**src/sv/matrix_inverse_3x3_macros.svh**
```systemverilog
// Assertion macros shared by the matrix inverse modules.
`ifndef MATRIX_INVERSE_3X3_MACROS_SVH
`define MATRIX_INVERSE_3X3_MACROS_SVH

`ifndef NO_ASSERTIONS

`define MI3_ASSERT_IMP(lbl, ante, cons) \
  lbl: assert property (@(posedge clk) disable iff (!rst_n) (ante) |-> (cons)) \
    else $error("matrix inverse check failed");

`define MI3_ASSERT_NXT(lbl, ante, cons) \
  lbl: assert property (@(posedge clk) disable iff (!rst_n) (ante) |=> (cons)) \
    else $error("matrix inverse check failed");

`else

`define MI3_ASSERT_IMP(lbl, ante, cons)

`define MI3_ASSERT_NXT(lbl, ante, cons)

`endif

`endif

```
**src/sv/mi3_pkg.sv**
```systemverilog
// Types and constants for the 3x3 matrix inverse.
package mi3_pkg;

  localparam int ELEM_WIDTH    = 32;
  localparam int FRAC_BITS_DEF = 16;
  localparam int ADJ_W         = 2 * ELEM_WIDTH + 1;
  localparam int DET_W         = 3 * ELEM_WIDTH + 1;
  localparam int QDEPTH        = 2;

  // cofactor k = e[MA]*e[MB] - e[MC]*e[MD]
  localparam int unsigned MA [9] = '{4, 2, 1, 5, 0, 2, 3, 1, 0};
  localparam int unsigned MB [9] = '{8, 7, 5, 6, 8, 3, 7, 6, 4};
  localparam int unsigned MC [9] = '{5, 1, 2, 3, 2, 0, 4, 0, 1};
  localparam int unsigned MD [9] = '{7, 8, 4, 8, 6, 5, 6, 7, 3};
  // cofactors paired with the first row for the determinant
  localparam int unsigned CI [3] = '{0, 3, 6};

  typedef logic signed [ELEM_WIDTH-1:0] elem_t;
  typedef logic signed [ADJ_W-1:0]      adj_t;
  typedef logic signed [DET_W-1:0]      det_t;

  typedef struct packed {
    elem_t in_r0c0;
    elem_t in_r0c1;
    elem_t in_r0c2;
    elem_t in_r1c0;
    elem_t in_r1c1;
    elem_t in_r1c2;
    elem_t in_r2c0;
    elem_t in_r2c1;
    elem_t in_r2c2;
  } mi3_in_t;

  typedef struct packed {
    elem_t out_r0c0;
    elem_t out_r0c1;
    elem_t out_r0c2;
    elem_t out_r1c0;
    elem_t out_r1c1;
    elem_t out_r1c2;
    elem_t out_r2c0;
    elem_t out_r2c1;
    elem_t out_r2c2;
    logic  singular;
    logic  saturated;
  } mi3_out_t;

  typedef struct packed {
    logic [8:0][ADJ_W-1:0] adj;
    det_t                  det;
  } mi3_job_t;

  typedef struct packed {
    logic     vld;
    mi3_job_t job;
  } mi3_xfer_t;

endpackage

```
**src/sv/mi3_queue.sv**
```systemverilog
// Two-entry queue between the front end and the divider back end.
`include "matrix_inverse_3x3_macros.svh"
module mi3_queue
  import mi3_pkg::*;
(
  input  logic      clk,
  input  logic      rst_n,
  input  mi3_xfer_t fq_i,
  output logic      take_o,
  output mi3_xfer_t q_o,
  input  logic      pop_i
);

  localparam int PW = $clog2(QDEPTH);
  localparam int CW = $clog2(QDEPTH + 1);

  mi3_job_t      mem_r [QDEPTH];
  logic [PW-1:0] wr_ptr_r;
  logic [PW-1:0] rd_ptr_r;
  logic [CW-1:0] cnt_r;
  logic          push;
  logic          pop;
  logic          full;

  assign full   = cnt_r == CW'(QDEPTH);
  assign pop    = (cnt_r != '0) && pop_i;
  assign take_o = !full || pop;
  assign push   = fq_i.vld && take_o;

  assign q_o.vld = cnt_r != '0;
  assign q_o.job = mem_r[rd_ptr_r];

  always_ff @(posedge clk) begin
    if (!rst_n) begin
      wr_ptr_r <= '0;
      rd_ptr_r <= '0;
      cnt_r    <= '0;
    end else begin
      if (push) begin
        wr_ptr_r <= (wr_ptr_r == PW'(QDEPTH - 1)) ? '0 : wr_ptr_r + 1'b1;
      end
      if (pop) begin
        rd_ptr_r <= (rd_ptr_r == PW'(QDEPTH - 1)) ? '0 : rd_ptr_r + 1'b1;
      end
      if (push && !pop) begin
        cnt_r <= cnt_r + 1'b1;
      end else if (pop && !push) begin
        cnt_r <= cnt_r - 1'b1;
      end
    end
  end

  always_ff @(posedge clk) begin
    if (push) begin
      mem_r[wr_ptr_r] <= fq_i.job;
    end
  end

  `MI3_ASSERT_IMP(a_q_bound, 1'b1, cnt_r <= CW'(QDEPTH))

endmodule

```
**config.mk**
```make
export PLATFORM = sky130hd
export DESIGN_NAME = mi3_queue
export DESIGN_NICKNAME = d
export VERILOG_FILES = /design/src/sv/mi3_pkg.sv /design/src/sv/mi3_queue.sv
export VERILOG_INCLUDE_DIRS = /design/src /design/src/sv
export SDC_FILE = /design/constraint.sdc
export NUM_CORES = 1
export LEC_CHECK = 0
export BUFFER_PORTS_ARGS = -buffer_cell sky130_fd_sc_hd__buf_2
export CAP_MARGIN = 5
export CORE_AREA = 10 10 518 520
export DETAILED_ROUTE_END_ITERATION = 12
export DIE_AREA = 0 0 528 530
export PLACE_DENSITY = 0.37
export SLEW_MARGIN = 10
export SYNTH_ARGS = -nofsm -noshare
export SYNTH_HDL_FRONTEND = slang
export SYNTH_SLANG_ARGS = --single-unit
```
**constraint.sdc**
```tcl
create_clock -name clk -period 10.4 [get_ports clk]
set_input_delay 0.52 -clock clk [delete_from_list [all_inputs] [get_ports clk]]
set_output_delay 0.52 -clock clk [all_outputs]
set_load 0.01 [all_outputs]
```
==> impl_metrics.yaml <==
route:
  vias: 29200
  wl_per_cell_um: 23.7
  route.detailed.drc: 0
  routed_via_density: 3.71
  drt_first_pass_iters: 5
  drt_iter0_markers: 1728
  wl_um: 187000
  ant_nets: 0
sta:
  skew_ps: 68.3
  worst_pin_slew_ps: 1110
  final-hold-violation-count: 0
  tns_ps: 0
  max_slew_margin: 0.258
  rsz0062_at_grt: "false"
  timing.final.crit_period_ps: 4410
  period_share: 0.424
  fin_ws_ps: 5990
  timing.hold.ws_ps: 172
  max_freq_ghz: 0.227
  finalMaxSlewViolations: 0
  setup_viol: 0
cts:
  numCtsBuffers: 162
  clk_transition_reported_paths_ps: 60
  root_buffer: "clkbuf_16"
  cts_tree: "yes"
  clkLatencyLatePin_ps: 810
  clock_path_buffers: 3
  cts_setup_buffers: 0
  cts_num_sinks: 1369
  htreeDepth: 4
logic_synthesis:
  synth_edf_count: 1364
  ys_dominant_reg_cell: "edfxtp_1"
  avgSynthCellArea_um2: 23.2
  syn_nets: 2833
  synthDistinctLibCells: 20
  synthArstFlopShare: 0
  synth_area_um2: 49700
  synthCells: 2146
  yosys_warnings: 0
  ys_seq_area_frac: 0.825
  yosysTopAreaCellShare: 0.823
  ys_seq_elements: 1369
  synth_top_area_cell: "edfxtp_1"
  ys_top_cells_by_area: "edfxtp_1 (82%), mux2_2 (15%), buf_6 (1.7%)"
floorplanning:
  dieArea_um2: 280000
  io_pins: 1370
  start_util: 0.193
  die_w_um: 528
  core_area_um2: 258000
  fp.dieH_um: 530
  num_rows: 187
critical_path:
  worstPathArrival_ps: 3890
  r2r_slack_ps: 6570
  critPathCaptureType: "primary output"
  reg2reg_from: "cnt_r[0]$_SDFFE_PN0P_"
  r2r-end: "mem_r[0][127]$_DFFE_PP_"
  path_class: "flip-flop to primary output"
  crit_fanout: 107
  rr_worst_depth: 6
  start_kind: "flip-flop"
  cp.required_ps: 9880
layout:
  multi_input_area_um2: 7830
  syn2layout_area_growth_pct: 45.3
  final_layout_size_suffix_gt1_frac: 0.516
  fin_nets: 4998
  ff_latch_area_um2: 41100
  fillCellCount: 26400
grt:
  grt_util_all_layers: 0.126
  grt_max_degree: 160
  overflow: 0
  grt_pass1_wl_um: 252000
  first_global_vias: 31500
  antenna_found_initial: 65
power:
  p_per_area_nw_per_um2: 224
  ir_drop_mv: 0.147
  leakage_nw: 26.1
status:
  status: "complete, no violations"
hold_path:
  worstHoldStart: "pop_i"
  hold_class: "primary input to flip-flop"
  hold_depth: 4
  worstHoldEndpoint: "wr_ptr_r$_SDFFE_PN0N_"
place:
  place.gp.congestion: 0.815
  hpwl_um: 138000
  dp_slack_ps: 6340
  portBuffers: 1369
job:
  max_cap_viol_count: 0
[sequential cells by signal (all words and copies together) (netlist names), named ones only]
name and cells:
mem_r 1364, cnt_r 2, rd_ptr_r 1, wr_ptr_r 1
[placed cells by master (no fill, tap or decap), types with 2 or more instances in the layout]
| master | n |
|---|---|
| clkbuf_1 | 51 |
| buf_2 | 1369 |
| inv_16 | 2 |
| edfxtp_1 | 1364 |
| inv_6 | 3 |
| o21ai_0 | 2 |
| buf_12 | 11 |
| and2_1 | 3 |
| clkbuf_16 | 163 |
| dfxtp_1 | 4 |
| bufinv_16 | 5 |
| buf_4 | 13 |
| diode_2 | 49 |
| clkinv_16 | 6 |
| dlygate4sd3_1 | 684 |
| clkinv_8 | 4 |
| clkinv_1 | 28 |
| clkinvlp_4 | 5 |
| clkinv_4 | 3 |
| clkinv_2 | 15 |
| xnor2_1 | 2 |
| mux2_2 | 682 |
[metrics by stage]
stage | power (mW) | cells | utilization | instance area (µm²)
final | 16.2 | 7883 | 0.280 | 72300
after global placement | 10.8 | 6865 | 0.234 | 60300
after floorplan | 9.24 | 2146 | - | 49700
after detailed placement | 10.8 | 6865 | 0.234 | 60300
after CTS | 16.6 | 7834 | 0.279 | 72100
after global routing | 17.0 | 7862 | 0.280 | 72200
[per-layer routing]
metal / GRT usage / up-vias / routed length [µm]
met2: 0.203 / 1225 / 86700
li1: - / 13100 / -
met4: 0.0495 / 20 / 7310
met3: 0.0594 / 303 / 19300
met5: 0 / - / 125
met1: 0.145 / 14600 / 73400
[worst max-delay path by stage]
stage / endpoint / slack (ps)
global placement: mem_r[0][621]$_DFFE_PP_ / 6320
floorplan: mem_r[0][0]$_DFFE_PP_ / -990
global route: q_o[548] / 5820
finish: q_o[548] / 5990
detailed placement: mem_r[0][621]$_DFFE_PP_ / 6340
CTS: q_o[548] / 5850
[Yosys cell counts (2+ instances only)]
library cell / number
edfxtp_1: 1364
mux2_2: 682
buf_6: 75
dfxtp_1: 5
and2_1: 3
o21ai_0: 2
xnor2_1: 2
[cell families (layout without fill, tap and decap cells)]
family | after synthesis | in the layout | share of synthesized area
other | 0 | 49 | 0
and+or+nand+nor | 11 | 11 | 0.00171
DFF | 1369 | 1369 | 0.825
AOI/OAI and AO/OA | 4 | 4 | 0.000528
buffers and inverters | 76 | 2362 | 0.0171
muxes | 682 | 682 | 0.154
adders and majority gates | 1 | 1 | 0.000252
xor gates and xnor gates | 3 | 3 | 0.000528
[power breakdown]
part	internal (mW)	total [mW]	leakage (nW)	switching, mW
combinational	1.65	3.98	10.9	2.33
sequential	6.72	6.84	12.8	0.120
clock	3.03	5.36	2.38	2.33
[worst max-delay path, cell delays in order (launching register included)]
cell and delay (ps):
dfxtp_4 690, buf_12 420, buf_4 870, mux2_2 430, buf_2 170
[cell type report]
cell class                      instances  share of cell area
Antenna cell                           49             0.00170
Clock buffer                          214              0.0591
Clock inverter                         71             0.00976
Multi-Input combinational cell        701               0.108
Sequential cell                      1369               0.568
Tap cell                             3402              0.0589
Timing Repair Buffer                 2077               0.194
[timing repair]
item | 4_1_cts | 5_1_grt
endpoints found under the setup margin | 0 | 0
resized for setup | 0 | 0
hold buffers | 684 | 0
hold endpoints to repair | 1369 | 0
Power figures use the tool's default switching activity.
